File: config.mk
export PLATFORM = sky130hd
export DESIGN_NAME = ir_pulse_distance_command_decoder
export DESIGN_NICKNAME = d
export VERILOG_FILES = /design/src/ipd_pkg.sv /design/src/ipd_window.sv /design/src/ipd_frame.sv /design/src/ir_pulse_distance_command_decoder.sv
export SDC_FILE = /design/constraint.sdc
export NUM_CORES = 1
export LEC_CHECK = 0
export BUFFER_PORTS_ARGS = -buffer_cell sky130_fd_sc_hd__buf_2
export CAP_MARGIN = 20
export CORE_MARGIN = 4
export CORE_UTILIZATION = 65
export CTS_CLUSTER_SIZE = 28
export DETAILED_ROUTE_END_ITERATION = 8
export MAX_ROUTING_LAYER = met4
export PLACE_DENSITY = 0.95
export SKIP_LAST_GASP = 1
export SYNTH_ARGS = -nofsm -noshare
export SYNTH_HDL_FRONTEND = slang
export SYNTH_HIERARCHICAL = 1
export SYNTH_SLANG_ARGS = --single-unit
File: constraint.sdc
create_clock -name clk -period 12.37 [get_ports clk]
set_clock_uncertainty 0.15 [all_clocks]
set_input_delay 0.6185 -clock clk [delete_from_list [all_inputs] [get_ports clk]]
set_output_delay 0.6185 -clock clk [all_outputs]
set_load 0.05 [all_outputs]
File: src/ipd_pkg.sv
// Shared types, constants and the command lookup of the IR pulse-distance decoder.
// No dependencies; every other file in src imports this package.
`timescale 1ns / 1ps
`default_nettype none
package ipd_pkg;

	localparam int IntervalW  = 14;
	localparam int FrameBits  = 32;
	localparam int PosW       = $clog2(FrameBits);
	localparam int CmdW       = 3;
	localparam int CfgIndexW  = 3;
	localparam int NumCmds    = 5;

	// Configuration register indexes
	localparam logic [CfgIndexW-1:0] REG_START_LOW  = 3'd0;
	localparam logic [CfgIndexW-1:0] REG_START_HIGH = 3'd1;
	localparam logic [CfgIndexW-1:0] REG_ZERO_LOW   = 3'd2;
	localparam logic [CfgIndexW-1:0] REG_ZERO_HIGH  = 3'd3;
	localparam logic [CfgIndexW-1:0] REG_ONE_LOW    = 3'd4;
	localparam logic [CfgIndexW-1:0] REG_ONE_HIGH   = 3'd5;

	// Window reset values
	localparam logic [IntervalW-1:0] START_LOW_RST  = 14'd8800;
	localparam logic [IntervalW-1:0] START_HIGH_RST = 14'd9200;
	localparam logic [IntervalW-1:0] ZERO_LOW_RST   = 14'd900;
	localparam logic [IntervalW-1:0] ZERO_HIGH_RST  = 14'd1300;
	localparam logic [IntervalW-1:0] ONE_LOW_RST    = 14'd2000;
	localparam logic [IntervalW-1:0] ONE_HIGH_RST   = 14'd2400;

	// Command codes
	localparam logic [CmdW-1:0] CMD_POWER     = 3'd0;
	localparam logic [CmdW-1:0] CMD_CHAN_UP   = 3'd1;
	localparam logic [CmdW-1:0] CMD_CHAN_DOWN = 3'd2;
	localparam logic [CmdW-1:0] CMD_VOL_UP    = 3'd3;
	localparam logic [CmdW-1:0] CMD_VOL_DOWN  = 3'd4;
	localparam logic [CmdW-1:0] CMD_NONE      = 3'd5;

	localparam logic [FrameBits-1:0] WORD_POWER     = 32'hE0E040BF;
	localparam logic [FrameBits-1:0] WORD_CHAN_UP   = 32'hE0E048B7;
	localparam logic [FrameBits-1:0] WORD_CHAN_DOWN = 32'hE0E008F7;
	localparam logic [FrameBits-1:0] WORD_VOL_UP    = 32'hE0E0E01F;
	localparam logic [FrameBits-1:0] WORD_VOL_DOWN  = 32'hE0E0D02F;

	// Interval classification handed from the window compare to the frame logic
	typedef struct packed {
		logic start;
		logic zero;
		logic one;
	} class_t;

	function automatic logic [CmdW-1:0] match_command(input logic [FrameBits-1:0] word);
		logic [CmdW-1:0] code;
		code = CMD_NONE;
		if (word == WORD_POWER)
			code = CMD_POWER;
		else if (word == WORD_CHAN_UP)
			code = CMD_CHAN_UP;
		else if (word == WORD_CHAN_DOWN)
			code = CMD_CHAN_DOWN;
		else if (word == WORD_VOL_UP)
			code = CMD_VOL_UP;
		else if (word == WORD_VOL_DOWN)
			code = CMD_VOL_DOWN;
		return code;
	endfunction

endpackage
`default_nettype wire

File: src/ipd_window.sv
// Window bound registers and the exclusive-range compares that classify an interval.
// Depends on ipd_pkg.
`timescale 1ns / 1ps
`default_nettype none
module ipd_window (
	input  wire logic                          clk,
	input  wire logic                          arst_n,
	input  wire logic                          cfg_we,
	input  wire logic [ipd_pkg::CfgIndexW-1:0] cfg_index,
	input  wire logic [ipd_pkg::IntervalW-1:0] cfg_wdata,
	input  wire logic [ipd_pkg::IntervalW-1:0] interval,
	output ipd_pkg::class_t                    cls
);
	import ipd_pkg::*;

	logic [IntervalW-1:0] start_low_q, start_high_q;
	logic [IntervalW-1:0] zero_low_q, zero_high_q;
	logic [IntervalW-1:0] one_low_q, one_high_q;

	always_ff @(posedge clk or negedge arst_n) begin
		if (!arst_n) begin
			start_low_q  <= START_LOW_RST;
			start_high_q <= START_HIGH_RST;
			zero_low_q   <= ZERO_LOW_RST;
			zero_high_q  <= ZERO_HIGH_RST;
			one_low_q    <= ONE_LOW_RST;
			one_high_q   <= ONE_HIGH_RST;
		end else if (cfg_we) begin
			// drop writes beyond the last register
			case (cfg_index)
				REG_START_LOW:  start_low_q  <= cfg_wdata;
				REG_START_HIGH: start_high_q <= cfg_wdata;
				REG_ZERO_LOW:   zero_low_q   <= cfg_wdata;
				REG_ZERO_HIGH:  zero_high_q  <= cfg_wdata;
				REG_ONE_LOW:    one_low_q    <= cfg_wdata;
				REG_ONE_HIGH:   one_high_q   <= cfg_wdata;
				default: ;
			endcase
		end
	end

	always_comb begin
		cls.start = (interval > start_low_q) && (interval < start_high_q);
		cls.zero  = (interval > zero_low_q)  && (interval < zero_high_q);
		cls.one   = (interval > one_low_q)   && (interval < one_high_q);
	end

endmodule
`default_nettype wire

File: src/ipd_frame.sv
// Frame assembly: in-frame flag, bit position and frame bits, plus the end-of-frame result.
// Depends on ipd_pkg.
`timescale 1ns / 1ps
`default_nettype none
module ipd_frame (
	input  wire logic                          clk,
	input  wire logic                          arst_n,
	input  wire logic                          valid,
	input  wire logic                          advance,
	input  wire ipd_pkg::class_t               cls,
	output logic                               emit,
	output logic [ipd_pkg::FrameBits-1:0]      word_next,
	output logic [ipd_pkg::CmdW-1:0]           cmd_next
);
	import ipd_pkg::*;

	logic [FrameBits-1:0] frame_bits_q;
	logic [PosW-1:0]      bit_pos_q;
	logic                 in_frame_q;
	logic [PosW-1:0]      bit_idx;
	logic                 take_bit;
	logic                 last_pos;

	// first bit received lands in the MSB
	assign bit_idx  = ~bit_pos_q;
	assign take_bit = !cls.start && in_frame_q;
	assign last_pos = (bit_pos_q == PosW'(FrameBits - 1));
	assign emit     = valid && take_bit && last_pos;

	always_comb begin
		word_next = frame_bits_q;
		if (cls.zero)
			word_next[bit_idx] = 1'b0;
		if (cls.one)
			word_next[bit_idx] = 1'b1;
	end

	assign cmd_next = match_command(word_next);

	always_ff @(posedge clk or negedge arst_n) begin
		if (!arst_n) begin
			frame_bits_q <= '0;
			bit_pos_q    <= '0;
			in_frame_q   <= 1'b0;
		end else if (advance) begin
			if (cls.start) begin
				in_frame_q <= 1'b1;
			end else if (in_frame_q) begin
				frame_bits_q <= word_next;
				bit_pos_q    <= bit_pos_q + PosW'(1);
				if (last_pos)
					in_frame_q <= 1'b0;
			end
		end
	end

endmodule
`default_nettype wire

File: src/ir_pulse_distance_command_decoder.sv
// Top level of the IR pulse-distance command decoder: input register, window compare,
// frame assembly and output register. Depends on ipd_pkg, ipd_window and ipd_frame.
`timescale 1ns / 1ps
`default_nettype none
// One transaction on the slave side carries one falling-edge-to-falling-edge interval.
// An interval inside the start window opens a frame; the next 32 non-start intervals each
// fill one bit, MSB first (zero window gives 0, one window gives 1, anything else keeps the
// old bit). After the 32nd bit one master-side transaction carries the frame word and
// the matched command code (5 when no known command matches). The block accepts one
// interval per clock unless stalled: the interval is captured in the input register, then
// classified and folded into the frame as it advances, which also loads the output
// register and raises m_tvalid on the last interval of a frame. Input acceptance only stalls
// when a finished result is still held in the output register and another one is due.
module ir_pulse_distance_command_decoder (
	input  wire logic                          clk,
	input  wire logic                          arst_n,
	input  wire logic                          cfg_we,
	input  wire logic [ipd_pkg::CfgIndexW-1:0] cfg_index,
	input  wire logic [ipd_pkg::IntervalW-1:0] cfg_wdata,
	input  wire logic                          s_tvalid,
	output logic                               s_tready,
	input  wire logic [15:0]                   s_tdata,   // [13:0] interval
	output logic                               m_tvalid,
	input  wire logic                          m_tready,
	output logic [39:0]                        m_tdata    // [31:0] frame_word, [34:32] command
);
	import ipd_pkg::*;

	logic                 valid_s1;
	logic [IntervalW-1:0] interval_s1;
	class_t               cls;
	logic                 emit;
	logic                 adv_s1;
	logic                 out_free;
	logic [FrameBits-1:0] word_next;
	logic [CmdW-1:0]      cmd_next;
	logic [FrameBits-1:0] frame_word_q;
	logic [CmdW-1:0]      command_q;

	assign out_free = !m_tvalid || m_tready;
	// hold the interval only when it completes a frame and the last result is still waiting
	assign adv_s1   = valid_s1 && (!emit || out_free);
	assign s_tready = !valid_s1 || adv_s1;

	always_ff @(posedge clk or negedge arst_n) begin
		if (!arst_n)
			valid_s1 <= 1'b0;
		else if (s_tready)
			valid_s1 <= s_tvalid;
	end

	always_ff @(posedge clk) begin
		if (s_tready && s_tvalid)
			interval_s1 <= s_tdata[IntervalW-1:0];
	end

	ipd_window u_window (
		.clk       (clk),
		.arst_n    (arst_n),
		.cfg_we    (cfg_we),
		.cfg_index (cfg_index),
		.cfg_wdata (cfg_wdata),
		.interval  (interval_s1),
		.cls       (cls)
	);

	ipd_frame u_frame (
		.clk       (clk),
		.arst_n    (arst_n),
		.valid     (valid_s1),
		.advance   (adv_s1),
		.cls       (cls),
		.emit      (emit),
		.word_next (word_next),
		.cmd_next  (cmd_next)
	);

	always_ff @(posedge clk or negedge arst_n) begin
		if (!arst_n)
			m_tvalid <= 1'b0;
		else if (adv_s1 && emit)
			m_tvalid <= 1'b1;
		else if (m_tready)
			m_tvalid <= 1'b0;
	end

	always_ff @(posedge clk) begin
		if (adv_s1 && emit) begin
			frame_word_q <= word_next;
			command_q    <= cmd_next;
		end
	end

	assign m_tdata = {5'd0, command_q, frame_word_q};

endmodule
`default_nettype wire
==> qor.yml, run 1 <==
die:
  rows: 43
  io_pins: 80
  die_height_um: 127.4
  die_area_um2: 16240
  floorplan.initialDensity_pct: 66.55
  core_area_um2: 13930
  fp.dieW_um: 127.4
yosys:
  number_of_synthesized_flops_with_an_enable_pin: 49
  synth.top_cells.by_count: "inv_1, o21ai_0, nand2_1"
  synth_seq_area_share_pct: 49.72
  synthesis.area_per_instance_um2: 10.53
  synth_instances: 881
  yosys.area.top_type_share_pct: 25.63
  post_synth_main_area_contributors: "dfrtp_1, edfxtp_1, ha_1"
  synth_async_sr_flop_share_pct: 71.68
  netlist-cell-type-count: 67
  syn-cell-area_um2: 9274
  synth_top_cell_by_area: "dfrtp_1"
  most_common_flop_cell_mapped_by_yosys: "dfrtp_1"
  yosys_warnings: 6
  postSynthRegisterBits: 173
outcome:
  run_status: "finished, final reports clean"
finish:
  num_antenna_cells: 0
  non_filler_cells_in_the_finished_layout: 1136
  final_net_count: 1067
  syn_to_final_growth_pct: 10.63
  final_area_um2: 10260
  post_route_cells_drive_above_1_share_pct: 20.29
setup_path:
  crit_path_cell_trace: "ha_1 -> a21o_1 -> a21o_1 -> a221oi_1 -> o311ai_0 -> a211oi_1 -> nand2_1 -> o21ai_0 -> nand4_2 -> nor4_2 -> a22oi_1"
  critPathMostFrequentCell: "a21o_1"
  timing.critical_path.max_delay_family: "compound AO/OA/AOI/OAI gates"
  cell_with_the_largest_stage_delay_on_the_worst_path: "a211oi_1"
  critPathBufInv: 0
  critPathMaxFanout: 9
  end_kind: "register"
  worst_path_largest_cell_delay_ns: 0.87
  crit_path_launch_type: "register"
  crit_required_ns: 12.38
  arrival_time_at_the_worst_endpoint_ns: 5.17
  timing_worst_setup_path_type: "reg -> reg"
detailed_routing:
  top_layer_used: "met4"
  final_routed_wirelength_um: 21150
  drt_iter0_drc: 870
  routed_wire_length_per_instance_um: 18.62
  met3WireLength_um: 1655
  final_antenna_net_count: 0
  vias: 7082
  drc: 0
  met2_length_um: 10040
  post_drt_via_cell_ratio: 6.234
  detail_route.wirelength.met1_um: 8766
  firstDrtPassIters: 5
clock_tree:
  cts_setup_buffers: 0
  cts_inserted_buffers: 17
  postCtsResizedCells: 0
  worst_skew_pair.late_latency_ns: 0.43
  cts.sinks: 173
  clock_tree_from_tritoncts: "yes"
  post_cts_hold_buffer_count: 0
  cts_root_buf: "clkbuf_16"
  htree_levels: 4
  clk_transition_reported_paths_ns: 0.06
  clk_path_buf_depth: 2
sta:
  timing_hold_violations_final: 0
  grt_setup_unrepaired: "false"
  timing.max_slew.rel_slack_pct: 26.70
  final.period_utilization_pct: 41.78
  period_minus_slack_ns: 5.168
  fin_tns_setup_ns: 0
  setup_viol_count_final: 0
  clock.fmax_mhz: 193.5
  timing.final.max_slew_violations: 0
  hold-worst-slack_ns: 0.07931
  worst_slew_pin_slew_ns: 1.093
job:
  max_cap_viol: 0
grt:
  globalRoute.totalOverflow: 0
  antenna_found_initial: 0
  grt_max_degree: 69
  number_of_global_route_vias_before_repair: 7072
  first_pass_grt_wire_length_um: 34540
  track_usage_pct: 27.67
power_and_ir_drop:
  worst_supply_voltage_drop_on_vdd_mv: 0.1038
  pwr_density_cell_nw_per_um2: 177.4
  power.leakage_nw: 4.710
  p_total_w: 0.001820
placement:
  port_buffers: 72
  placedCellCount: 1103
  postPlaceCellArea_um2: 9713
  place_hpwl_um: 14450
  place.gp.congestion: 0.9173
min_path:
  min_path_type: "in -> async"
[cell usage in the layout (no fill, tap or decap), drive strengths merged, types with 3 or more instances in the layout]
cell type,instances
clkbuf,25
and3b,3
and3,5
nor2,22
dfrtp,95
or4,4
nand3,14
nor2b,8
nand2,99
edfxtp,49
nor3,4
o211ai,4
nand3b,3
ha,86
o21ai,111
or3b,3
dfstp,29
nand4,21
o21a,6
nand2b,7
buf,74
clkinv,5
inv,101
xnor2,3
mux2,46
a2111oi,3
a211oi,6
a31oi,6
a222oi,3
o2111ai,8
or2,3
a22oi,3
a21o,19
a21oi,38
conb,5
and2,9
[routing by layer]
layer	up-vias	global-route usage [%]
li1	3252	-
met4	0	13.75
met2	367	42.68
met5	-	-
met3	74	6.062
met1	3389	34.79
[area by class of cell]
cell class	count	area (um^2)
clock inverters	8	70.07
clock buffers	24	451.7
multi-input cells	576	4124
fillers	865	3675
repair buffers	75	402.9
well taps	180	225.2
flip-flops and latches	173	4611
inverters	100	375.4
[metrics by stage]
step	setup slack, ns	utilization, %
after global routing	7.166	73.63
after detailed placement	7.420	69.70
final	7.202	73.63
after CTS	7.405	73.45
after floorplan	8.395	-
after global placement	7.545	69.70
[report_power, final]
part | switching (W) | internal (W)
clock | 0.000207 | 0.000275
combinational | 0.000326 | 0.000209
sequential | 0.0000805 | 0.000722
total | 0.000614 | 0.00121
[worst paths after layout]
path,from,to,slack (ns),cells past startpoint
worst max-delay path,interval_s1[3],command_q[2],7.20,11
worst min-delay path,arst_n,u_window/zero_high_q[3],0.08,1
worst max register to register,interval_s1[3],command_q[2],7.20,11
worst min register to register,u_frame/frame_bits_q[24],u_frame/frame_bits_q[24],0.33,2
max in group asynchronous,arst_n,u_frame/frame_bits_q[6],10.64,2
min in group clk,s_tdata[1],interval_s1[1],0.21,1
[cells by family (layout without fill, tap and decap cells)]
kind of cell,after synthesis,in the layout,share of synthesized area [%]
AOI/OAI and AO/OA,221,221,14.34
buffers and inverters,136,207,6.125
xor gates and xnor gates,3,3,0.2834
adders and majority gates,86,86,11.60
and+or+nand+nor,215,215,12.30
muxes,46,46,5.586
DFF,173,173,49.72
other,1,5,0.04044
[worst register-to-register path, delay by kind of cell (launching register included)]
family | cells | cell delay, ns
AOI/OAI and AO/OA | 7 | 2.56
adders and majority gates | 1 | 0.37
DFF | 1 | 0.54
and+or+nand+nor | 3 | 1.27
[sequential cells by signal (all words and copies together), names as in the netlist, 14 cells and up]
name	flops
u_frame/frame_bits_q	32
u_window/zero_low_q	14
u_window/one_high_q	14
interval_s1	14
frame_word_q	32
u_window/start_low_q	14
u_window/start_high_q	14
u_window/one_low_q	14
u_window/zero_high_q	14
(Power assumes the default switching activity.)
==> inputs of run 2 (changes only) <==
--- a/config.mk
+++ b/config.mk
@@ -5,14 +5,15 @@
 export SDC_FILE = /design/constraint.sdc
 export NUM_CORES = 1
 export LEC_CHECK = 0
+export ABC_AREA = 1
 export BUFFER_PORTS_ARGS = -buffer_cell sky130_fd_sc_hd__buf_2
 export CAP_MARGIN = 20
 export CORE_MARGIN = 4
-export CORE_UTILIZATION = 65
+export CORE_UTILIZATION = 55
 export CTS_CLUSTER_SIZE = 28
 export DETAILED_ROUTE_END_ITERATION = 8
 export MAX_ROUTING_LAYER = met4
-export PLACE_DENSITY = 0.95
+export PLACE_DENSITY = 0.89
 export SKIP_LAST_GASP = 1
 export SYNTH_ARGS = -nofsm -noshare
 export SYNTH_HDL_FRONTEND = slang
==> constraint.sdc (replaced) <==
create_clock -name clk -period 4.49 [get_ports clk]
set_clock_uncertainty 0.15 [all_clocks]
set_input_delay 0.2245 -clock clk [delete_from_list [all_inputs] [get_ports clk]]
set_output_delay 0.2245 -clock clk [all_outputs]
set_load 0.05 [all_outputs]
==> run 2 against run 1 <==
Compared with the run above:
- worst setup slack lost 6.4 ns
- final cell count is 33% higher
- non-clock buffer count up 28
- first-iteration DRC count down 10%
- synthesized cell count rose by 35%
==> qor.yml, run 2 <==
clock_tree:
  post_cts_hold_buffer_count: 24
  postCtsResizedCells: 0
  cts_inserted_buffers: 17
  htree_levels: 4
  cts_root_buf: "clkbuf_16"
  clk_transition_reported_paths_ns: 0.07
  cts_setup_buffers: 0
  clock_tree_from_tritoncts: "yes"
  worst_skew_pair.late_latency_ns: 0.43
  cts.sinks: 173
  clk_path_buf_depth: 2
detailed_routing:
  firstDrtPassIters: 6
  post_drt_via_cell_ratio: 5.468
  vias: 8257
  drc: 0
  drt_iter0_drc: 779
  final_antenna_net_count: 0
  final_routed_wirelength_um: 23120
  routed_wire_length_per_instance_um: 15.31
die:
  die_area_um2: 19950
  floorplan.initialDensity_pct: 56.27
  core_area_um2: 17360
  die_height_um: 141.3
  rows: 48
  io_pins: 80
  fp.dieW_um: 141.3
finish:
  non_filler_cells_in_the_finished_layout: 1510
  mostFrequentLayoutCell: "nand2_1"
  fill_cells: 1335
  area.sequential_um2: 4611
  final_net_count: 1396
  syn_to_final_growth_pct: 13.48
  multi_input_area_um2: 4214
  mostFrequentLayoutCells: "nand2_1, inv_1, o21ai_0"
  num_antenna_cells: 0
  largestRegisters: "frame_word_q x32, u_frame/frame_bits_q x32"
  post_route_cells_drive_above_1_share_pct: 13.31
setup_path:
  timing.critical_path.max_delay_family: "simple AND/OR/NAND/NOR gates"
  crit_required_ns: 4.53
  cell_with_the_largest_stage_delay_on_the_worst_path: "edfxtp_1"
  reg_to_reg_setup_timing_slack_ns: 0.77
  reg2regPathDepth: 19
  reg_to_reg_start: "interval_s1[13]"
  r2r-end: "command_q[2]"
  crit_path_launch_type: "register"
  critPathBufInv: 2
  worst_path_largest_cell_delay_ns: 0.51
  end_kind: "register"
  arrival_time_at_the_worst_endpoint_ns: 3.77
  critPathMaxFanout: 18
  crit_path_cell_trace: "ha_1 -> nand2_1 -> nor2_1 -> nand2_1 -> nor2_1 -> nor2_1 -> nand3_1 -> nor2_1 -> buf_4 -> inv_1 -> nor2_1 -> a21oi_1 -> nand2_1 -> nor2_1 -> nand2_1 -> nor2_2 -> nand2_1 -> a21oi_1 -> nor2_1"
  critPathMostFrequentCell: "nor2_1"
  timing_worst_setup_path_type: "reg -> reg"
placement:
  placedCellCount: 1454
  port_buffers: 72
  place.gp.congestion: 0.8899
  place_hpwl_um: 15440
job:
  max_cap_viol: 0
sta:
  grt_setup_unrepaired: "false"
  timing.final.max_slew_violations: 0
  final.period_utilization_pct: 82.95
  hold-worst-slack_ns: 0.01303
  worst_slew_pin_slew_ns: 0.9196
  setup_viol_count_final: 0
  timing_hold_violations_final: 0
  fin_tns_setup_ns: 0
  timing.max_slew.rel_slack_pct: 38.69
  clock.fmax_mhz: 268.5
  period_minus_slack_ns: 3.725
grt:
  grt_max_degree: 54
  globalRoute.totalOverflow: 0
  antenna_found_initial: 0
  track_usage_pct: 24.50
  number_of_global_route_vias_before_repair: 8017
  first_pass_grt_wire_length_um: 38400
power_and_ir_drop:
  power.leakage_nw: 5.541
  worst_supply_voltage_drop_on_vdd_mv: 0.3249
  pwr_density_cell_nw_per_um2: 489.0
yosys:
  post_synth_main_area_contributors: "dfrtp_1, edfxtp_1, nand2_1"
  netlist-cell-type-count: 33
  yosys_warnings: 6
  number_of_synthesized_flops_with_an_enable_pin: 49
  yosys.area.top_type_share_pct: 24.34
  synth_seq_area_share_pct: 47.21
  syn-cell-area_um2: 9767
  most_common_flop_cell_mapped_by_yosys: "dfrtp_1"
  synth_instances: 1189
  synth.top_cells.by_count: "nand2_1, inv_1, o21ai_0"
  postSynthRegisterBits: 173
  synth_async_sr_flop_share_pct: 71.68
  synthesis.area_per_instance_um2: 8.214
  synth_top_cell_by_area: "dfrtp_1"
  synth_most_common_cell: "nand2_1"
min_path:
  hold_path_end: "u_window/start_low_q[12]"
  whs_path_depth: 3
  min-delay-start: "cfg_wdata[12]"
  min_path_type: "in -> reg"
outcome:
  run_status: "finished, final reports clean"
## run 2: changes by cell type after synthesis, moves of 8 or more
cell       change
mux2_2        -46
nand4_1       +14
o21ai_0        +8
nand2_1      +267
o2111ai_1      -8
nand3_1       +26
inv_1         +82
and2_1         -8
nor2_1        +55
a21o_1        -19
## run 2: how the worst max path moves through the flow
stage / start / endpoint / slack [ns] / cells past startpoint
after global routing: interval_s1[13] / command_q[0] / 0.52 / 21
after global placement: interval_s1[9] / command_q[2] / 1.05 / 19
after floorplan: interval_s1[13] / command_q[2] / 1.49 / 19
after CTS: interval_s1[13] / command_q[2] / 0.87 / 19
final: interval_s1[13] / command_q[2] / 0.77 / 19
after detailed placement: interval_s1[13] / command_q[2] / 0.94 / 19
## run 2: power by group
| group | internal (W) | leakage [nW] | total [W] | switching [W] |
|---|---|---|---|---|
| Sequential | 0.00197 | 1.98 | 0.00222 | 0.000251 |
| Clock | 0.000905 | 0.298 | 0.00155 | 0.000645 |
| Combinational | 0.000526 | 3.27 | 0.00165 | 0.00113 |
| Total | 0.00340 | 5.54 | 0.00542 | 0.00202 |
## run 2: worst min-delay path: stages
cell	delay, ns
buf_2	0.07
inv_1	0.09
o21ai_0	0.16
## run 2: stage by stage
step | util [%] | worst slack, ns | area (um^2) | total power (W)
2_1_floorplan | - | 1.489 | 9782 | 0.003412
3_3_place_gp | 58.90 | 1.051 | 10220 | 0.003676
3_5_place_dp | 58.90 | 0.9409 | 10220 | 0.003789
4_1_cts | 63.86 | 0.8719 | 11080 | 0.005398
5_1_grt | 63.86 | 0.5165 | 11080 | 0.005750
6_report | 63.86 | 0.7653 | 11080 | 0.005420
## run 2: layer usage
layer	wire (um)	part of all wire, %	track usage [%]	vias up
met4	569	2.5	7.700	0
met3	1720	7.4	4.954	52
met5	0	0	-	-
met2	10910	47	38.40	353
met1	9929	43	32.42	3909
li1	-	-	-	3943
## run 2: cells by family (layout without fill, tap and decap cells)
family                     Yosys count  in the layout  synth area share (%)
DFF                                173            173                 47.21
other                                1              5               0.03840
buffers and inverters              229            321                 9.826
AOI/OAI and AO/OA                  153            153                 7.994
adders and majority gates           86             86                 11.02
xor gates and xnor gates             3              3                0.2691
and+or+nand+nor                    544            544                 23.65
## run 2: final cells by class
type                    instances  area share (%)
flip-flops and latches        173           41.60
multi-input cells             791           38.02
inverters                     186           6.322
repair buffers                103           5.916
clock buffers                  19           3.996
well taps                     225           2.540
clock inverters                13           1.603
